File: config.mk
export PLATFORM = sky130hd
export DESIGN_NAME = nested_length_prefixed_point_deframer_flat
export DESIGN_NICKNAME = d
export VERILOG_FILES = /design/src/nlpd_pkg.sv /design/src/nlpd_byte_if.sv /design/src/nlpd_point_if.sv /design/src/nlpd_parser.sv /design/src/nlpd_out_reg.sv /design/src/nested_length_prefixed_point_deframer.sv /design/src/flat_wrapper.sv
export SDC_FILE = /design/constraint.sdc
export NUM_CORES = 1
export LEC_CHECK = 0
export BUFFER_PORTS_ARGS = -buffer_cell sky130_fd_sc_hd__buf_2
export CORE_UTILIZATION = 59
export DETAILED_ROUTE_END_ITERATION = 6
export HOLD_SLACK_MARGIN = 0.1
export MAX_ROUTING_LAYER = met4
export PLACE_DENSITY = 0.89
export SLEW_MARGIN = 20
export SYNTH_ARGS = -nofsm -noshare
export SYNTH_HDL_FRONTEND = slang
export SYNTH_SLANG_ARGS = --single-unit
export TNS_END_PERCENT = 1
File: constraint.sdc
create_clock -name clk -period 6.3 [get_ports clk]
set_clock_uncertainty 0.1 [all_clocks]
set_input_delay 0.315 -clock clk [delete_from_list [all_inputs] [get_ports clk]]
set_output_delay 0.315 -clock clk [all_outputs]
set_load 0.01 [all_outputs]
File: src/nlpd_pkg.sv
// nlpd_pkg: shared types and constants of the point deframer
`timescale 1ns / 1ps
`default_nettype none
package nlpd_pkg;

    localparam int unsigned HEAD_BYTES  = 3;
    localparam int unsigned POINT_BYTES = 4;

    typedef enum logic [3:0] {
        PH_MSG_LEN_HI = 4'd0,
        PH_MSG_LEN_LO = 4'd1,
        PH_MSG_TYPE   = 4'd2,
        PH_REC_LEN_HI = 4'd3,
        PH_REC_LEN_LO = 4'd4,
        PH_REC_TYPE   = 4'd5,
        PH_KIND       = 4'd6,
        PH_SIZE       = 4'd7,
        PH_COLOR      = 4'd8,
        PH_POINT      = 4'd9,
        PH_SKIP       = 4'd10
    } phase_t;

    typedef struct packed {
        logic [7:0]         object_kind;
        logic [7:0]         obj_size;
        logic [7:0]         obj_color;
        logic signed [15:0] point_x;
        logic signed [15:0] point_y;
        logic               last_in_object;
        logic               last_in_message;
    } point_t;

    typedef struct packed {
        logic   emit;
        point_t point;
    } result_t;

endpackage
`default_nettype wire

File: src/nlpd_byte_if.sv
// nlpd_byte_if: valid/ready channel carrying one stream byte per word
`timescale 1ns / 1ps
`default_nettype none
interface nlpd_byte_if;
    logic       valid;
    logic       ready;
    logic [7:0] byte_in;

    modport source (output valid, output byte_in, input ready);
    modport sink (input valid, input byte_in, output ready);
endinterface
`default_nettype wire

File: src/nlpd_point_if.sv
// nlpd_point_if: valid/ready channel carrying one decoded point per word
`timescale 1ns / 1ps
`default_nettype none
interface nlpd_point_if;
    logic               valid;
    logic               ready;
    logic [7:0]         object_kind;
    logic [7:0]         obj_size;
    logic [7:0]         obj_color;
    logic signed [15:0] point_x;
    logic signed [15:0] point_y;
    logic               last_in_object;
    logic               last_in_message;

    modport source (
        output valid, output object_kind, output obj_size, output obj_color,
        output point_x, output point_y, output last_in_object, output last_in_message,
        input ready
    );
    modport sink (
        input valid, input object_kind, input obj_size, input obj_color,
        input point_x, input point_y, input last_in_object, input last_in_message,
        output ready
    );
endinterface
`default_nettype wire

File: src/nlpd_parser.sv
// nlpd_parser: message and record parse state, one byte per cycle while accept is high
`timescale 1ns / 1ps
`default_nettype none
module nlpd_parser
    import nlpd_pkg::*;
(
    input  wire logic       clk,
    input  wire logic       rst_n,
    input  wire logic       accept,
    input  wire logic [7:0] byte_in,
    output result_t         result
);

    localparam logic [1:0]  LAST_GATHER = 2'(HEAD_BYTES);
    localparam logic [15:0] POINT_LEN   = 16'(POINT_BYTES);

    phase_t      phase_reg, phase_next;
    logic [15:0] outer_reg, outer_next;
    logic [15:0] record_reg, record_next;
    logic [7:0]  kind_reg, kind_next;
    logic [7:0]  size_reg, size_next;
    logic [7:0]  color_reg, color_next;
    logic [23:0] partial_reg, partial_next;
    logic [1:0]  index_reg, index_next;

    logic [15:0] outer_dec;
    logic [15:0] record_dec;
    logic        payload;
    phase_t      slot_phase;

    assign outer_dec  = outer_reg - 16'd1;
    assign record_dec = record_reg - 16'd1;

    // phase at the start of a point slot, seen after this byte's decrement
    always_comb
    begin
        if (record_dec == 16'd0)
            slot_phase = PH_REC_LEN_HI;
        else if (record_dec < POINT_LEN)
            slot_phase = PH_SKIP;
        else
            slot_phase = PH_POINT;
    end

    always_ff @(posedge clk or negedge rst_n)
    begin
        if (!rst_n)
        begin
            phase_reg   <= PH_MSG_LEN_HI;
            outer_reg   <= '0;
            record_reg  <= '0;
            kind_reg    <= '0;
            size_reg    <= '0;
            color_reg   <= '0;
            partial_reg <= '0;
            index_reg   <= '0;
        end
        else
        begin
            phase_reg   <= phase_next;
            outer_reg   <= outer_next;
            record_reg  <= record_next;
            kind_reg    <= kind_next;
            size_reg    <= size_next;
            color_reg   <= color_next;
            partial_reg <= partial_next;
            index_reg   <= index_next;
        end
    end

    always_comb
    begin
        phase_next   = phase_reg;
        outer_next   = outer_reg;
        record_next  = record_reg;
        kind_next    = kind_reg;
        size_next    = size_reg;
        color_next   = color_reg;
        partial_next = partial_reg;
        index_next   = index_reg;
        payload      = 1'b0;

        result.emit                  = 1'b0;
        result.point.object_kind     = kind_reg;
        result.point.obj_size        = size_reg;
        result.point.obj_color       = color_reg;
        result.point.point_x         = partial_reg[23:8];
        result.point.point_y         = {partial_reg[7:0], byte_in};
        result.point.last_in_object  = (record_dec < POINT_LEN) || (outer_dec < POINT_LEN);
        result.point.last_in_message = (outer_dec <= record_dec);

        if (accept)
        begin
            case (phase_reg)
                PH_MSG_LEN_LO:
                begin
                    outer_next = outer_reg | {8'h00, byte_in};
                    phase_next = PH_MSG_TYPE;
                end
                PH_MSG_TYPE:
                begin
                    phase_next = (outer_reg != 16'd0) ? PH_REC_LEN_HI : PH_MSG_LEN_HI;
                end
                PH_REC_LEN_HI:
                begin
                    payload     = 1'b1;
                    record_next = {byte_in, 8'h00};
                    phase_next  = PH_REC_LEN_LO;
                end
                PH_REC_LEN_LO:
                begin
                    payload     = 1'b1;
                    record_next = record_reg | {8'h00, byte_in};
                    phase_next  = PH_REC_TYPE;
                end
                PH_REC_TYPE:
                begin
                    payload    = 1'b1;
                    phase_next = (record_reg != 16'd0) ? PH_KIND : PH_REC_LEN_HI;
                end
                PH_KIND:
                begin
                    payload     = 1'b1;
                    record_next = record_dec;
                    kind_next   = byte_in;
                    phase_next  = (record_dec == 16'd0) ? PH_REC_LEN_HI : PH_SIZE;
                end
                PH_SIZE:
                begin
                    payload     = 1'b1;
                    record_next = record_dec;
                    size_next   = byte_in;
                    phase_next  = (record_dec == 16'd0) ? PH_REC_LEN_HI : PH_COLOR;
                end
                PH_COLOR:
                begin
                    payload     = 1'b1;
                    record_next = record_dec;
                    color_next  = byte_in;
                    index_next  = 2'd0;
                    phase_next  = slot_phase;
                end
                PH_POINT:
                begin
                    payload     = 1'b1;
                    record_next = record_dec;
                    if (index_reg != LAST_GATHER)
                    begin
                        partial_next = {partial_reg[15:0], byte_in};
                        index_next   = index_reg + 2'd1;
                        phase_next   = (record_dec == 16'd0) ? PH_REC_LEN_HI : PH_POINT;
                    end
                    else
                    begin
                        result.emit = 1'b1;
                        index_next  = 2'd0;
                        phase_next  = slot_phase;
                    end
                end
                PH_SKIP:
                begin
                    payload     = 1'b1;
                    record_next = record_dec;
                    phase_next  = (record_dec == 16'd0) ? PH_REC_LEN_HI : PH_SKIP;
                end
                default:
                begin
                    // message length high byte, also taken for unused codes
                    outer_next = {byte_in, 8'h00};
                    phase_next = PH_MSG_LEN_LO;
                    index_next = 2'd0;
                end
            endcase

            if (payload)
            begin
                outer_next = outer_dec;
                if (outer_dec == 16'd0)
                begin
                    phase_next = PH_MSG_LEN_HI;
                    index_next = 2'd0;
                end
            end
        end
    end

`ifndef SYNTH
    a_emit_only_on_fourth_byte: assert property (@(posedge clk) disable iff (!rst_n)
        result.emit |-> (accept && phase_reg == PH_POINT && index_reg == LAST_GATHER))
        else $error("point emitted outside the fourth point byte");

    a_point_has_content: assert property (@(posedge clk) disable iff (!rst_n)
        (phase_reg == PH_POINT) |-> (record_reg != 16'd0))
        else $error("gathering a point with no record content left");

    a_skip_is_short: assert property (@(posedge clk) disable iff (!rst_n)
        (phase_reg == PH_SKIP) |-> (record_reg != 16'd0 && record_reg < POINT_LEN))
        else $error("skipping more than a partial point");
`endif

endmodule
`default_nettype wire

File: src/nlpd_out_reg.sv
// nlpd_out_reg: result register holding one point word for the receiver
`timescale 1ns / 1ps
`default_nettype none
module nlpd_out_reg
    import nlpd_pkg::*;
(
    input  wire logic     clk,
    input  wire logic     rst_n,
    input  wire logic     accept,
    input  wire result_t  result,
    output logic          can_load,
    nlpd_point_if.source  points
);

    logic   valid_reg, valid_next;
    point_t data_reg;

    assign can_load = !valid_reg || points.ready;

    always_comb
    begin
        valid_next = valid_reg;
        if (can_load)
            valid_next = accept && result.emit;
    end

    always_ff @(posedge clk or negedge rst_n)
    begin
        if (!rst_n)
            valid_reg <= 1'b0;
        else
            valid_reg <= valid_next;
    end

    always_ff @(posedge clk)
    begin
        if (can_load && accept && result.emit)
            data_reg <= result.point;
    end

    assign points.valid           = valid_reg;
    assign points.object_kind     = data_reg.object_kind;
    assign points.obj_size        = data_reg.obj_size;
    assign points.obj_color       = data_reg.obj_color;
    assign points.point_x         = data_reg.point_x;
    assign points.point_y         = data_reg.point_y;
    assign points.last_in_object  = data_reg.last_in_object;
    assign points.last_in_message = data_reg.last_in_message;

endmodule
`default_nettype wire

File: src/nested_length_prefixed_point_deframer.sv
// nested_length_prefixed_point_deframer: top level of the update message point deframer
//
// usage
//   bytes  : byte stream sink, one raw message byte per word (byte_in)
//   points : point source, one decoded point per word with its object's
//            kind, size and color and the last-in-object / last-in-message flags
//   a message is a 3-byte head (16-bit big-endian payload length, type byte)
//   followed by object records, each with its own 3-byte head, three attribute
//   bytes and 4-byte points (big-endian signed x then y)
//   throughput: one byte per cycle while bytes.ready is high; the parse state updates in the
//   cycle a byte is taken
//   output: a point appears on points in the cycle after its fourth byte is taken
//   stall: while a point waits in the output register and the receiver holds
//   ready low, bytes.ready drops; it stays high when the receiver takes the
//   point in that same cycle
//   reset: parsing restarts at a message head, counters and held attributes
//   clear, the output register empties
`timescale 1ns / 1ps
`default_nettype none
module nested_length_prefixed_point_deframer
    import nlpd_pkg::*;
(
    input  wire logic    clk,
    input  wire logic    rst_n,
    nlpd_byte_if.sink    bytes,
    nlpd_point_if.source points
);

    logic    can_load;
    logic    accept;
    result_t result;

    // a byte is only taken when its possible point has a place to go
    assign bytes.ready = can_load;
    assign accept      = bytes.valid && can_load;

    // header / record / point parse state and point assembly
    nlpd_parser u_parser (
        .clk     (clk),
        .rst_n   (rst_n),
        .accept  (accept),
        .byte_in (bytes.byte_in),
        .result  (result)
    );

    // result register toward the receiver
    nlpd_out_reg u_out_reg (
        .clk      (clk),
        .rst_n    (rst_n),
        .accept   (accept),
        .result   (result),
        .can_load (can_load),
        .points   (points)
    );

`ifndef SYNTH
    a_point_reaches_output: assert property (@(posedge clk) disable iff (!rst_n)
        (accept && result.emit) |=> points.valid)
        else $error("completed point did not reach the output register");

    a_stall_only_when_full: assert property (@(posedge clk) disable iff (!rst_n)
        !bytes.ready |-> (points.valid && !points.ready))
        else $error("byte input stalled with room in the output register");

    a_point_held_while_stalled: assert property (@(posedge clk) disable iff (!rst_n)
        (points.valid && !points.ready) |=>
            (points.valid && $stable(points.point_x) && $stable(points.point_y)))
        else $error("waiting point word changed before it was taken");
`endif

endmodule
`default_nettype wire

File: src/flat_wrapper.sv
// flat-port wrapper written by rule: the top's interface ports become plain ports
module nested_length_prefixed_point_deframer_flat import nlpd_pkg::*;
  (clk, rst_n, bytes_valid, bytes_byte_in, bytes_ready, points_valid, points_object_kind, points_obj_size, points_obj_color, points_point_x, points_point_y, points_last_in_object, points_last_in_message, points_ready);
  nlpd_byte_if bytes_i ();
  nlpd_point_if points_i ();
  input  wire logic clk;
  input  wire logic rst_n;
  input wire logic [$bits(bytes_i.valid)-1:0] bytes_valid;
  input wire logic [$bits(bytes_i.byte_in)-1:0] bytes_byte_in;
  output wire logic [$bits(bytes_i.ready)-1:0] bytes_ready;
  output wire logic [$bits(points_i.valid)-1:0] points_valid;
  output wire logic [$bits(points_i.object_kind)-1:0] points_object_kind;
  output wire logic [$bits(points_i.obj_size)-1:0] points_obj_size;
  output wire logic [$bits(points_i.obj_color)-1:0] points_obj_color;
  output wire logic [$bits(points_i.point_x)-1:0] points_point_x;
  output wire logic [$bits(points_i.point_y)-1:0] points_point_y;
  output wire logic [$bits(points_i.last_in_object)-1:0] points_last_in_object;
  output wire logic [$bits(points_i.last_in_message)-1:0] points_last_in_message;
  input wire logic [$bits(points_i.ready)-1:0] points_ready;
  assign bytes_i.valid = bytes_valid;
  assign bytes_i.byte_in = bytes_byte_in;
  assign bytes_ready = bytes_i.ready;
  assign points_valid = points_i.valid;
  assign points_object_kind = points_i.object_kind;
  assign points_obj_size = points_i.obj_size;
  assign points_obj_color = points_i.obj_color;
  assign points_point_x = points_i.point_x;
  assign points_point_y = points_i.point_y;
  assign points_last_in_object = points_i.last_in_object;
  assign points_last_in_message = points_i.last_in_message;
  assign points_i.ready = points_ready;
  nested_length_prefixed_point_deframer u_core (.clk(clk), .rst_n(rst_n), .bytes(bytes_i), .points(points_i));
endmodule
==> summary by stage <==
Run status
The run finished, with violations left. The final reports fail on DRC.

Logic synthesis
Of the total synthesized cell area, the portion taken by full adders, half adders and majority gates is 0.03941. The synthesized-area fraction occupied by ao, oa, aoi and oai cells is 0.1155. The mean cell area of the mapped netlist is 11.57 um^2. Of the total synthesized cell area, the portion taken by AND, OR, NAND and NOR gates is 0.1336. The largest family of logic cells by synthesized area is simple AND/OR/NAND/NOR gates. Yosys mapped the design onto 59 distinct sky130hd cell types.

The synthesized netlist net count is 638. The cell area after synthesis is 0.006985 mm^2. The number of enable flip-flop cells after synthesis is 58. The flip-flop and latch count after synthesis is 145. The portion of synthesized cell area occupied by the leading cell type is 0.3117. The proportion of synthesized flip-flops having asynchronous set or reset is 0.6000.

In the synthesized netlist, the number of instances is 604. Of the synthesized area, sequential elements account for 0.5610. By area the synthesized netlist is led by sky130_fd_sc_hd__dfrtp_1 (31%), sky130_fd_sc_hd__edfxtp_1 (25%), sky130_fd_sc_hd__mux2_2 (7.3%). The leading register cell type out of synthesis is sky130_fd_sc_hd__dfrtp_1.

Of the total synthesized cell area, the portion taken by XOR and XNOR cells is 0.03636. Of all cell types, the one taking the most synthesized area is sky130_fd_sc_hd__dfrtp_1. The portion of synthesized area spent on multiplexers is 0.07971. The number of warning messages in the yosys log is 0.

GRT
The number of antenna violations at the first check in global routing is 1. The largest net degree at the start of global routing is 69. The via count of the first global-routing pass is 5052. For this run the aggregate overflow at the end of global routing stands at 0. The first global-routing pass estimated 27390 um of wire. Across every metal layer, demand over resource in global routing totals 0.3030.

Critical path
Grouping stages by cell kind, the critical path spends the most delay in simple AND/OR/NAND/NOR gates. The slowest stage of the critical path belongs to the cell sky130_fd_sc_hd__nor3b_1. Along the worst path, the maximum fanout reaches 8. The nature of the critical path endpoint is a register. The startpoint of the worst register-to-register path is u_core.u_parser.outer_reg[0]. The biggest cell delay along the critical path is 0.50 ns.

The worst setup path is launched from a register. In this run the number of cells on the critical path is 13. In this run the worst setup path begins at u_core.u_parser.outer_reg[0].

Traced cell by cell, the critical path runs through inv_1 -> ha_1 -> nor3b_1 -> nand2_1 -> or4_1 -> xor2_1 -> inv_1 -> ha_1 -> nand3_1 -> nor3_1 -> nand2_1 -> a21oi_1 -> o21ai_0. The number of cells traversed by the worst register-to-register path is 13. Data on the critical path arrives at its endpoint at 3.94 ns. The number of buffers and inverters on the critical path is 2.

The data required time of the critical path is 6.35 ns. By startpoint and endpoint, the worst setup path is classified as register to register.

Clock tree
TritonCTS created 17 clock buffers. The TritonCTS sink count is 145. TritonCTS built the clock tree.

The H-tree depth is 4. The root buffer cell chosen for the clock tree is sky130_fd_sc_hd__clkbuf_16. Clock latency on the worst-skew pair, taken at its later pin, is 0.42 ns.

After clock tree synthesis, the clock-pin slew on the worst setup and hold paths is 0.07 ns. No sink is reached through more buffers than the 2 on the longest clock path.

Routing
The first detailed-routing pass ran for 7 iterations. The length of routed met3 wiring is 1639 um. The detailed-route via count is 5233. The highest metal layer carrying signal wires in the routed design is met4. The routed design uses 8247 um of met2 wire. After detailed routing, the average wire length per cell comes to 20.99 um.

In the routed design, unresolved DRC markers number 14. The final wirelength is 17270 um. The met1 wire length is 6778 um. The via-per-instance ratio is 6.358. The DRC marker count from the first detailed-route iteration is 723. The post-detailed-route count of antenna-violating nets is 0.

Power and ir drop
Cell internal power was estimated by the tool at 2.486 mW. Power spread over the standard cell area amounts to 502.0 mW/mm^2. The total leakage power is 3.224 nW. The sequential group share of total power is 0.397. The share of total power dissipated in combinational logic is 0.356.

The share of total power dissipated in the clock network is 0.247. Of the total power, the share spent switching nets is 0.3791. In this run the power spent charging and discharging nets is 1.518 mW. The worst-case vdd ir drop is 0.0003846 V.

Placement
Detailed placement finished with a half-perimeter wire length of 10820 um. The cell area after placement is 0.007365 mm^2. The total of buffers placed on input and output ports is 71. The routability-driven placement congestion ratio is 0.9413.

Flow run
The tool flagged a number of max-cap violations equal to 0.

Cells and area
The area growth from synthesis to layout is 14.19%. The final layout contains 700 nets. The number of flip-flops under the largest register name is 24. In the final layout, the share of cells above drive strength 1 is 0.2474. The filler cells instantiated in the layout total 738. The post-route cell area is 0.007976 mm^2.

Die
The die area is 0.01228 mm^2. The initial utilization of the core area, before any placement, comes to 0.6092. The horizontal extent of the die is 110.8 um. The number of ports placed on the die boundary is 72. The chip height is 110.8 um. After floorplanning, the core was divided into 39 placement rows. The area of the core is 0.01147 mm^2.

STA
The fraction of the cycle the final worst path needs is 0.6175. The routed design could run at a clock period as short as 3.890 ns. The number of endpoints with negative hold slack in the final report is 0. At the pin with the least slew margin, the transition time is 1.065 ns. In this run the tightest slew margin relative to its limit is 0.2849.

The count of pins over their slew limit was 0. Setup violations remaining at the end of the flow were counted as 0. Derived from the worst setup path, the maximum achievable clock frequency is 257.1 MHz. Setup repair after global routing left no endpoint under its margin. The final setup TNS is 0 ns.

Min path
The startpoint of the most critical hold path is points_ready. Along the worst hold path, the cell count comes to 3. The tightest min-delay check is of the primary input to register type.
==> worst paths after layout <==
path | endpoint | slack (ns)
max reg2reg | u_core.u_out_reg.points.last_in_message | 2.41
min in group asynchronous | u_core.u_parser.outer_reg[2] | 0.21
min | u_core.u_out_reg.points.valid | 0.14
min reg2reg | u_core.u_out_reg.points.obj_color[3] | 0.34
max in group asynchronous | u_core.u_parser.kind_reg[3] | 4.75
max | u_core.u_out_reg.points.last_in_message | 2.41
==> power groups by stage <==
stage | logic (mW) | registers (mW) | clock network [mW]
floorplan | 1.17 | 1.45 | 0
global placement | 1.27 | 1.54 | 0
detailed placement | 1.36 | 1.58 | 0
CTS | 1.39 | 1.58 | 0.997
global route | 1.57 | 1.62 | 1.04
finish | 1.43 | 1.59 | 0.991
==> worst min-delay path, cell delays in order <==
cell	delay, ns
sky130_fd_sc_hd__buf_2	0.07
sky130_fd_sc_hd__nand2b_1	0.14
sky130_fd_sc_hd__o31ai_1	0.09
==> cell usage in the layout, fill, tap and decap left out, drive strengths merged, types with 3 or more instances in the layout <==
| cell | instances |
|---|---|
| nand3b | 8 |
| nand2b | 9 |
| o21a | 5 |
| mux2 | 45 |
| nor2 | 42 |
| a22oi | 8 |
| or3 | 5 |
| o211ai | 3 |
| or4 | 3 |
| o22ai | 6 |
| o21ai | 44 |
| xnor2 | 15 |
| nand3 | 10 |
| nor3 | 13 |
| nand2 | 49 |
| o31ai | 5 |
| inv | 22 |
| a21oi | 42 |
| nor4 | 8 |
| edfxtp | 58 |
| or2 | 5 |
| a221o | 3 |
| nor3b | 4 |
| nand4 | 6 |
| nor4b | 3 |
| buf | 75 |
| clkinvlp | 3 |
| clkbuf | 18 |
| a2bb2oi | 3 |
| dfrtp | 87 |
| xor2 | 14 |
| ha | 22 |
| mux2i | 5 |
| nor2b | 4 |
==> synthesized netlist by cell type, types with 7 or more instances <==
cell / count
sky130_fd_sc_hd__nand3b_1: 8
sky130_fd_sc_hd__ha_1: 22
sky130_fd_sc_hd__o21ai_0: 44
sky130_fd_sc_hd__a22oi_1: 8
sky130_fd_sc_hd__xnor2_1: 15
sky130_fd_sc_hd__nor2_1: 41
sky130_fd_sc_hd__nor3_1: 11
sky130_fd_sc_hd__mux2_2: 45
sky130_fd_sc_hd__clkbuf_1: 21
sky130_fd_sc_hd__a21oi_1: 42
sky130_fd_sc_hd__edfxtp_1: 58
sky130_fd_sc_hd__nor4_1: 7
sky130_fd_sc_hd__nand2_1: 48
sky130_fd_sc_hd__nand3_1: 10
sky130_fd_sc_hd__nand2b_1: 9
sky130_fd_sc_hd__dfrtp_1: 87
sky130_fd_sc_hd__xor2_1: 14
sky130_fd_sc_hd__inv_1: 13
==> timing repair <==
| action | CTS | global route |
|---|---|---|
| gates resized for setup | 0 | 0 |
| hold buffers | 2 | 0 |
| hold endpoints to repair | 20 | 0 |
| buffers inserted | 0 | 0 |
==> through the flow <==
step	worst slack (ns)	util	cells	hold WS (ns)	total power, mW
after floorplan	0.4519	-	604	-0.08059	2.614
after global placement	2.877	0.6422	787	0.1152	2.816
after detailed placement	2.668	0.6422	787	0.1274	2.935
after CTS	2.471	0.6941	821	0.1347	3.968
after global routing	2.095	0.6956	823	0.1569	4.229
final	2.410	0.6956	823	0.1385	4.004
==> cells by family (layout without fill, tap and decap cells) <==
logic type / after synthesis / in the layout
other: 0 / 1
AOI/OAI and AO/OA: 133 / 133
xor gates and xnor gates: 29 / 29
adders and majority gates: 22 / 22
buffers and inverters: 47 / 122
and+or+nand+nor: 178 / 178
DFF: 145 / 145
muxes: 50 / 50
==> final cells by class <==
class / instances / area [um^2] / area share
antenna: 1 / 2.502 / 0.0003137
clock inverter: 14 / 145.1 / 0.01820
multi-input combinational: 412 / 2838 / 0.3558
inverter: 13 / 48.80 / 0.006118
timing repair buffer: 77 / 415.4 / 0.05208
tap: 143 / 178.9 / 0.02243
clock buffer: 18 / 429.2 / 0.05380
sequential: 145 / 3919 / 0.4913
==> metal layers <==
metal,track usage,up-vias
li1,-,2325
met1,0.3860,2524
met2,0.4729,314
met3,0.06616,70
met4,0.1262,0
met5,-,-
Power figures use the tool's default switching activity.
